$ cat src/design/prs_pkg.sv
package prs_pkg;

   localparam int unsigned CountWidth = 8;
   localparam int unsigned CsrIndexWidth = 2;

   localparam logic [CountWidth-1:0] CountMax = 8'hFF;

   localparam logic [CountWidth-1:0] PrechargeLimitReset = 8'd100;
   localparam logic [CountWidth-1:0] MessagePeriodReset = 8'h02;
   localparam logic [CountWidth-1:0] MonitorDelayReset = 8'd50;

   localparam logic [CsrIndexWidth-1:0] CsrPrechargeTicksLimit = 2'd0;
   localparam logic [CsrIndexWidth-1:0] CsrMessagePeriod = 2'd1;
   localparam logic [CsrIndexWidth-1:0] CsrMonitorDelay = 2'd2;

   typedef struct packed {
      logic [CountWidth-1:0] precharge_ticks_limit;
      logic [CountWidth-1:0] message_period;
      logic [CountWidth-1:0] monitor_delay;
   } prs_config_type;

   typedef struct packed {
      logic tick;
      logic air_closed;
      logic pack_connected;
      logic monitor_ok;
   } prs_request_type;

   typedef struct packed {
      logic precharge_drive;
      logic air_plus_drive;
      logic message_valid;
      logic msg_precharge_done;
      logic msg_pack_connected;
      logic msg_monitor_ok;
   } prs_result_type;

   // Saturating increment: hold at the top instead of wrapping.
   function automatic logic [CountWidth-1:0] sat_inc(input logic [CountWidth-1:0] value);
      logic [CountWidth-1:0] result;
      if (value == CountMax) begin
         result = value;
      end else begin
         result = value + 1'b1;
      end
      return result;
   endfunction

endpackage

$ cat src/design/prs_core.sv
module prs_core
   import prs_pkg::*;
(
   input  logic            clock,
   input  logic            reset,
   input  logic            step_en,
   input  prs_request_type request,
   input  prs_config_type  config_regs,
   output prs_result_type  result
);

   logic [CountWidth-1:0] precharge_count_ff, precharge_count_in;
   logic [CountWidth-1:0] period_count_ff, period_count_in;
   logic [CountWidth-1:0] delay_count_ff, delay_count_in;
   logic                  precharge_done_ff, precharge_done_in;
   logic                  send_pending_ff, send_pending_in;
   logic                  delay_over_ff, delay_over_in;

   logic [CountWidth-1:0] precharge_count_tk;
   logic [CountWidth-1:0] period_count_tk;
   logic                  period_hit;
   logic                  precharge_done_tk;
   logic                  send_pending_tk;

   always_comb begin
      // Tick phase: advance counters, compare against limits.
      precharge_count_tk = request.tick ? sat_inc(precharge_count_ff) : precharge_count_ff;
      period_count_tk = request.tick ? sat_inc(period_count_ff) : period_count_ff;
      delay_count_in = request.tick ? sat_inc(delay_count_ff) : delay_count_ff;

      period_hit = request.tick && (period_count_tk > config_regs.message_period);
      send_pending_tk = send_pending_ff || period_hit;
      period_count_in = period_hit ? '0 : period_count_tk;
      delay_over_in = delay_over_ff ||
                      (request.tick && (delay_count_in > config_regs.monitor_delay));
      precharge_done_tk = precharge_done_ff ||
                          (request.tick &&
                           (precharge_count_tk > config_regs.precharge_ticks_limit));

      // Relay phase.
      result.precharge_drive = request.air_closed && !precharge_done_tk;
      result.air_plus_drive = request.air_closed && precharge_done_tk;
      precharge_count_in = request.air_closed ? precharge_count_tk : '0;
      precharge_done_in = request.air_closed && precharge_done_tk;

      // Message phase.
      result.message_valid = send_pending_tk && delay_over_in;
      send_pending_in = send_pending_tk && !result.message_valid;
      result.msg_precharge_done = result.message_valid && precharge_done_in;
      result.msg_pack_connected = result.message_valid && request.pack_connected;
      result.msg_monitor_ok = result.message_valid && request.monitor_ok;
   end

   always_ff @(posedge clock) begin
      if (reset) begin
         precharge_count_ff <= '0;
         period_count_ff <= '0;
         delay_count_ff <= '0;
         precharge_done_ff <= 1'b0;
         send_pending_ff <= 1'b0;
         delay_over_ff <= 1'b0;
      end else if (step_en) begin
         precharge_count_ff <= precharge_count_in;
         period_count_ff <= period_count_in;
         delay_count_ff <= delay_count_in;
         precharge_done_ff <= precharge_done_in;
         send_pending_ff <= send_pending_in;
         delay_over_ff <= delay_over_in;
      end
   end

endmodule

$ cat src/design/precharge_relay_sequencer_unit.sv
// Precharge relay sequencer.
//
// Request channel (req_valid/req_ready): one request per sampling point, carrying
// an optional timer tick and the sensed pin levels (main relay sense, pack
// connector sense, insulation monitor status).
// Response channel (rsp_valid/rsp_ready): exactly one response per request, with
// the two relay drives and, when rsp_message_valid is high, the status message bits.
// Configuration port (csr_write_enable/csr_index/csr_wdata): writes the precharge
// limit, message period and monitor delay; write only while no request is in flight.
//
// Response: registered; it appears in the cycle after the request is accepted.
// Throughput: one request per cycle while rsp_ready is high. The sequencer state
// and the response register update in the same cycle as the accept, so the only
// loop is the state update.
// Stall: while a response waits with rsp_ready low, req_ready drops; when the
// response is taken, a new request is accepted in that same cycle.
// Reset: counters and flags clear, the registers load their default limits
// (100, 2, 50) and the response register empties.
module precharge_relay_sequencer_unit
   import prs_pkg::*;
(
   input  logic                     clock,
   input  logic                     reset,
   input  logic                     req_valid,
   output logic                     req_ready,
   input  logic                     req_tick,
   input  logic                     req_air_closed,
   input  logic                     req_pack_connected,
   input  logic                     req_monitor_ok,
   output logic                     rsp_valid,
   input  logic                     rsp_ready,
   output logic                     rsp_precharge_drive,
   output logic                     rsp_air_plus_drive,
   output logic                     rsp_message_valid,
   output logic                     rsp_msg_precharge_done,
   output logic                     rsp_msg_pack_connected,
   output logic                     rsp_msg_monitor_ok,
   input  logic                     csr_write_enable,
   input  logic [CsrIndexWidth-1:0] csr_index,
   input  logic [CountWidth-1:0]    csr_wdata
);

   prs_config_type  config_ff;
   prs_request_type request;
   prs_result_type  result;
   prs_result_type  rsp_data_ff;
   logic            rsp_valid_ff, rsp_valid_in;
   logic            req_accept;

   // Configuration registers; an unused index is dropped.
   always_ff @(posedge clock) begin
      if (reset) begin
         config_ff.precharge_ticks_limit <= PrechargeLimitReset;
         config_ff.message_period <= MessagePeriodReset;
         config_ff.monitor_delay <= MonitorDelayReset;
      end else if (csr_write_enable) begin
         case (csr_index)
            CsrPrechargeTicksLimit: config_ff.precharge_ticks_limit <= csr_wdata;
            CsrMessagePeriod:       config_ff.message_period <= csr_wdata;
            CsrMonitorDelay:        config_ff.monitor_delay <= csr_wdata;
            default: ;
         endcase
      end
   end

   // Accept whenever the response register is empty or being drained.
   assign req_ready = !rsp_valid_ff || rsp_ready;
   assign req_accept = req_valid && req_ready;

   assign request.tick = req_tick;
   assign request.air_closed = req_air_closed;
   assign request.pack_connected = req_pack_connected;
   assign request.monitor_ok = req_monitor_ok;

   prs_core u_core (
      .clock       (clock),
      .reset       (reset),
      .step_en     (req_accept),
      .request     (request),
      .config_regs (config_ff),
      .result      (result)
   );

   // Response register: hold while stalled, load on accept.
   always_comb begin
      rsp_valid_in = rsp_valid_ff;
      if (req_accept) begin
         rsp_valid_in = 1'b1;
      end else if (rsp_ready) begin
         rsp_valid_in = 1'b0;
      end
   end

   always_ff @(posedge clock) begin
      if (reset) begin
         rsp_valid_ff <= 1'b0;
      end else begin
         rsp_valid_ff <= rsp_valid_in;
      end
   end

   always_ff @(posedge clock) begin
      if (req_accept) begin
         rsp_data_ff <= result;
      end
   end

   assign rsp_valid = rsp_valid_ff;
   assign rsp_precharge_drive = rsp_data_ff.precharge_drive;
   assign rsp_air_plus_drive = rsp_data_ff.air_plus_drive;
   assign rsp_message_valid = rsp_data_ff.message_valid;
   assign rsp_msg_precharge_done = rsp_data_ff.msg_precharge_done;
   assign rsp_msg_pack_connected = rsp_data_ff.msg_pack_connected;
   assign rsp_msg_monitor_ok = rsp_data_ff.msg_monitor_ok;

   // Never drive both relays at once.
   assert property (@(posedge clock) disable iff (reset)
      rsp_valid |-> !(rsp_precharge_drive && rsp_air_plus_drive))
      else $error("both relay drives on");

   // Message bits stay low when no message goes out.
   assert property (@(posedge clock) disable iff (reset)
      (rsp_valid && !rsp_message_valid) |->
         !(rsp_msg_precharge_done || rsp_msg_pack_connected || rsp_msg_monitor_ok))
      else $error("message bits set without a message");

   // An accepted request shows up as a response in the next cycle.
   assert property (@(posedge clock) disable iff (reset)
      (req_valid && req_ready) |=> rsp_valid)
      else $error("accepted request produced no response");

   // An open relay sense drops both drives.
   assert property (@(posedge clock) disable iff (reset)
      (req_valid && req_ready && !req_air_closed) |=>
         (!rsp_precharge_drive && !rsp_air_plus_drive))
      else $error("relay drive on with open sense");

endmodule
$ cat config.mk
export PLATFORM = sky130hd
export DESIGN_NAME = precharge_relay_sequencer_unit
export DESIGN_NICKNAME = d
export VERILOG_FILES = /design/src/design/prs_pkg.sv /design/src/design/prs_core.sv /design/src/design/precharge_relay_sequencer_unit.sv
export SDC_FILE = /design/constraint.sdc
export NUM_CORES = 1
export LEC_CHECK = 0
export ABC_AREA = 1
export BUFFER_PORTS_ARGS = -buffer_cell sky130_fd_sc_hd__buf_4
export CORE_MARGIN = 2
export CORE_UTILIZATION = 62
export CTS_BUF_LIST = sky130_fd_sc_hd__clkbuf_4
export DETAILED_ROUTE_END_ITERATION = 7
export PLACE_DENSITY = 0.88
export SLEW_MARGIN = 5
export SYNTH_ARGS = -nofsm -noshare
export SYNTH_HDL_FRONTEND = slang
export SYNTH_SLANG_ARGS = --single-unit
$ cat constraint.sdc
create_clock -name clock -period 2.9 [get_ports clock]
set_clock_uncertainty 0.1 [all_clocks]
set_input_delay 0.58 -clock clock [delete_from_list [all_inputs] [get_ports clock]]
set_output_delay 0.58 -clock clock [all_outputs]
set_load 0.1 [all_outputs]
After elaboration in Yosys (flattened, before gate mapping)
Cells that the tools add are included.
{"block": "totals", "wordCells": 60, "reg_bits": 58, "in_bits": 19}
{"block": "op_classes", "mux": 10, "n_reduce_logical": 23, "n_eq_ne": 5, "order_cmp": 3, "add_sub_neg": 3}
{"op": "$mux 8", "count": 8}
{"op": "$add 8x1->8 const B", "count": 3}
{"op": "$eq 8x8->1 const B", "count": 3}
{"op": "$gt 8x8->1", "count": 3}
{"op": "$logic_and 1x1->1", "count": 11}
{"op": "$reduce_and 2->1", "count": 3}
{"op": "$logic_or 1x1->1", "count": 4}
{"op": "$logic_not 1->1", "count": 3}
{"op": "$eq 2x1->1 const B", "count": 1}
{"op": "$eq 2x2->1 const B", "count": 1}
{"op": "$logic_not 2->1", "count": 1}
{"op": "$mux 1", "count": 2}
{"op": "$reduce_bool 2->1", "count": 1}

Longest topological paths before layout
{"block": "logic_depth", "depth_word": 9, "ltp_mapped": 20, "ltp_nobuf": 20}

Modules after synthesis
A second synthesis with hierarchy kept.
{"block": "hier_totals", "hier_cells": 553, "area_unflattened_um2": 3699.8}
{"module": "prs_core", "seq_area_each_um2": 540.5, "cells_each": 397, "n_inst": 1, "area_per_inst_um2": 2477.4}
{"module": "precharge_relay_sequencer_unit", "seq_area_each_um2": 680.7, "cells_each": 156, "n_inst": 1, "area_per_inst_um2": 1222.4}

Worst setup path before layout
No wires, ideal clock.
{"block": "synth_timing", "path_kind": "reg-to-reg", "from": "register rsp_valid_ff, in the netlist rsp_valid", "to": "register u_core.period_count_ff[6]", "setup_time_ns": 0.132, "synth_period_minus_slack_ns": 2.889, "path_stages_with_launch": 7, "t_required_ns": 2.668, "t_arrival_ns": 2.657, "setup_slack_ns": 0.011, "path_cell_list": "dfxtp_1 nand2_1 nand2_1 inv_1 buf_2 nand3_1 a21oi_1"}
{"block": "synth_between", "elab_chain_len": 3}
{"item": "start, declared", "line": "precharge_relay_sequencer_unit.sv:47", "text": "logic rsp_valid_ff, rsp_valid_in;"}
{"item": "start signal, assigned", "line": "precharge_relay_sequencer_unit.sv:98", "text": "rsp_valid_ff <= rsp_valid_in;"}
{"item": "$logic_not 1->1", "line": "precharge_relay_sequencer_unit.sv:67", "text": "assign req_ready = !rsp_valid_ff || rsp_ready;"}
{"item": "$logic_or 1x1->1", "line": "precharge_relay_sequencer_unit.sv:67"}
{"item": "via req_ready", "line": "precharge_relay_sequencer_unit.sv:25", "text": "output logic req_ready,"}
{"item": "$logic_and 1x1->1", "line": "precharge_relay_sequencer_unit.sv:68", "text": "assign req_accept = req_valid && req_ready;"}
{"item": "via req_accept", "line": "precharge_relay_sequencer_unit.sv:48", "text": "logic req_accept;"}
{"item": "end signal, assigned", "line": "prs_core.sv:64", "text": "period_count_ff <= period_count_in;"}
{"item": "end, declared", "line": "prs_core.sv:13", "text": "logic [CountWidth-1:0] period_count_ff, period_count_in;"}
The timed path passes the listed nets, and every way through them passes these cells.
A chain may end at the register's enable or synchronous reset.

==> flow_metrics.env <==
export IMPL_min_path_cells=3
export IMPL_tns_ps=0
export IMPL_grt_util_met1_pct=32.4
export IMPL_netlist_area_um2=3500
export IMPL_overflow=0
export IMPL_critPathSlowestCell="dfxtp_1"
export IMPL_syn_inst=496
export IMPL_fin_ws_ps=271
export IMPL_post_route_period_util_pct=90.6
export IMPL_nFillCells=468
export IMPL_cts_inserted_buffers=9
export IMPL_rr_endpoint="rsp_msg_precharge_done"
export IMPL_r2r_slack_ps=270
export IMPL_dr_total_vias=3290
export IMPL_fmax_ghz=0.380
export IMPL_clock_sinks=58
export IMPL_outcome="completed"
export IMPL_hpwl_mm=5.77
export IMPL_root_buffer="clkbuf_4"
export IMPL_syn_avg_cell_area_um2=7.06
export IMPL_tritoncts="built"
export IMPL_switching_power_mw=0.535
export IMPL_use_met3_pct=6.82
export IMPL_worst_pin_slew_ps=756
export IMPL_rsz0062_at_grt="no"
export IMPL_yosysTopAreaCell="dfxtp_1"
export IMPL_synth_seq_cells=58
export IMPL_placementRows=27
export IMPL_firstDrtPassIters=5
export IMPL_path_cells="ha_1 > nand2_2 > nor2_2 > nand2_2 > nand2_4 > inv_4 > nand2_1 > nand2_1 > and2_1 > ha_1 > nand2_1 > nor2_1 > a31oi_1 > nand2_1 > nand2_1 > nand2_1 > nor2_1"
export IMPL_holdCritStartpoint="csr_wdata[6]"
export IMPL_grt_total_usage_pct=27.3
export IMPL_drt_total_wl_mm=7.78
export IMPL_drt_iter0_drc=183
export IMPL_crit_arrival_ps=2700
export IMPL_start_kind="register"
export IMPL_nets=568
export IMPL_yosysSeqAreaShare_pct=34.9
export IMPL_setup_viol=0
export IMPL_sw_frac_of_total_pct=30.4
export IMPL_clockBufferDepth=2
export IMPL_antenna_found_initial=0
export IMPL_cts_htree_levels=3
export IMPL_rr_worst_depth=17
export IMPL_gp_congestion=0.851
export IMPL_critical_path_max_stage_delay_ps=420
export IMPL_die_area_um2=6260
export IMPL_ir_drop_mv=0.319
export IMPL_grt_start_max_net_pins=31
export IMPL_use_met2_pct=47.3
export IMPL_p_leak_nw=1.82
export IMPL_clk_pin_slew_ps=110
export IMPL_grt_pass1_vias=3094
export IMPL_worstPathRequired_ps=2970
export IMPL_vias_per_cell=5.50
export IMPL_min_delay_path_class="in -> reg"
export IMPL_p_total_mw=1.76
export IMPL_p_seq_share_pct=49.5
export IMPL_ios=27
export IMPL_insertion_delay_ps=410
export IMPL_min_period_ps=2630
export IMPL_criticalPathCategory="reg -> reg"
export IMPL_critPathMaxFanout=6
export IMPL_crit_cells=17
export IMPL_p_clk_share_pct=32.3
export IMPL_diodes=0
export IMPL_die_x_um=79.1
export IMPL_power_density_nw_per_um2=455
export IMPL_grt_pass1_wl_mm=13.5
export IMPL_min_to="config_ff[22]"
export IMPL_utilization_pct=70.7
export IMPL_p_int_mw=1.23
export IMPL_dp_slack_ps=86.8
export IMPL_critical_path_most_common_cell="nand2_1"
export IMPL_synth_top_area_share_pct=29.7
export IMPL_ant_nets=0
export IMPL_combPwrFrac_pct=18.2
export IMPL_yosys_warnings=0
export IMPL_syn2layout_area_growth_pct=10.6
export IMPL_top_usage_layer="met2"
export IMPL_start_util_pct=64.0
export IMPL_synth_distinct_cells=39
export IMPL_postCtsSetupBuffers=0
export IMPL_crit_family="simple AND/OR/NAND/NOR gates"
export IMPL_wire_per_inst_um=13.0
export IMPL_drc=0
export IMPL_chipHeight_um=79.1
export IMPL_synth_area_leaders="dfxtp_1 (30%), nand2_1 (12%), ha_1 (9.6%), inv_1 (7.8%), a21oi_1 (7.4%)"
export IMPL_maxSlewHeadroom_pct=49.6
export IMPL_r2r_start="u_core.precharge_count_ff[0]"
export IMPL_max_cap_violations=0
export IMPL_maxSlewViolCount=0
export IMPL_post_route_cells_drive_above_1_share_pct=14.1
export IMPL_critPathBufInv=1
export IMPL_fp_coreArea_um2=5470
export IMPL_worstSetupEndpointType="register"
export IMPL_numPortBuffers=26
export IMPL_hold_viol=0
export IMPL_synth_nets=542
[power groups by stage]
stage	Clock, mW	Sequential [mW]	Combinational, mW
3_5_place_dp	0	0.889	0.317
4_1_cts	0.573	0.871	0.319
3_3_place_gp	0	0.887	0.303
6_report	0.569	0.872	0.321
2_1_floorplan	0	0.924	0.194
5_1_grt	0.614	0.876	0.358
[cells by family (layout without fill, tap and decap cells)]
family                     after synthesis  in the layout  synth area share, %
AOI/OAI and AO/OA                      103            103                 16.3
and+or+nand+nor                        211            211                 27.4
DFF                                     58             58                 34.9
buffers and inverters                   91            121                 10.2
xor gates and xnor gates                 6              6                 1.50
adders and majority gates               27             27                 9.65
[cell type report]
type	instances	area, um^2	area share (%)
Clock inverter	4	43.8	1.13
Timing Repair Buffer	29	218	5.62
Tap cell	72	90.1	2.33
Multi-Input combinational cell	347	1920	49.6
Clock buffer	11	82.6	2.13
Inverter	77	292	7.53
Sequential cell	58	1220	31.6
[what timing repair did]
item | 4_1_cts | 5_1_grt
setup endpoints to repair | 0 | 4
hold buffers | 0 | 0
resized for setup | 0 | 3
[layer usage]
metal | wire (um) | vias to the layer above
li1 | - | 1671
met1 | 3400 | 1493
met2 | 3740 | 109
met3 | 455 | 17
met4 | 187 | 0
met5 | 0 | -
[worst reg2reg max path, stage by stage (launching register included)]
cell and delay, ps:
dfxtp_1 420, ha_1 240, nand2_2 80, nor2_2 150, nand2_2 110, nand2_4 100
inv_4 50, nand2_1 50, nand2_1 60, and2_1 140, ha_1 270, nand2_1 50
nor2_1 160, a31oi_1 110, nand2_1 110, nand2_1 70, nand2_1 80, nor2_1 50
[per-stage QoR]
stage          cells  instance area (um^2)  hold WS, ps
2_1_floorplan    496                  3500          335
3_3_place_gp     583                  3740          352
3_5_place_dp     583                  3740          354
4_1_cts          598                  3870          298
5_1_grt          598                  3870          300
6_report         598                  3870          308
[worst max-delay path by stage]
stage                                 to                    startpoint
3_5_place_dp      rsp_msg_precharge_done                      req_tick
4_1_cts           rsp_msg_precharge_done      u_core.delay_count_ff[0]
2_1_floorplan  u_core.period_count_ff[6]                     rsp_valid
6_report          rsp_msg_precharge_done  u_core.precharge_count_ff[0]
5_1_grt           rsp_msg_precharge_done      u_core.delay_count_ff[1]
3_3_place_gp      rsp_msg_pack_connected                      req_tick
[cell usage in the layout (no fill, tap or decap), types with 10 or more instances in the layout]
cell,n
clkbuf_4,11
inv_1,73
buf_4,29
dfxtp_1,50
o21ai_0,27
a21oi_1,52
nand3_1,37
nand2_2,10
nor2_1,32
nand2_1,110
ha_1,27
[Yosys cell counts]
cell type and count:
a21oi_2 2, a31oi_1 1, buf_4 2, and2_1 3
or2_2 1, o211ai_1 8, nand3b_1 1, xor2_1 2
inv_2 2, clkinv_1 1, edfxtp_1 6, nor3_1 1
dfxtp_1 52, nand2_4 1, nor3_2 2, o21ai_1 3
nand3_1 37, xnor2_1 4, clkbuf_1 7, nand3_4 1
nor3_4 1, nand2_2 10, ha_1 27, a21o_1 2
o21ai_0 28, inv_4 1, o21bai_2 1, nand2_1 110
inv_1 73, and2_4 1, nor2_1 32, nor2_4 1
o21bai_1 3, a21oi_1 52, nor2_2 4, nand4_1 5
o21a_1 2, o21ai_2 1, buf_2 5
[sequential cells by signal (all words and copies together), names as in the netlist]
signal and count:
u_core.delay_count_ff 8, rsp_air_plus_drive 1, rsp_msg_precharge_done 1, u_core.send_pending_ff 1, rsp_msg_monitor_ok 1, u_core.precharge_count_ff 8, rsp_msg_pack_connected 1, u_core.period_count_ff 8
rsp_valid 1, rsp_precharge_drive 1, rsp_message_valid 1, u_core.delay_over_ff 1, u_core.precharge_done_ff 1, config_ff 24
(Power assumes the default switching activity.)
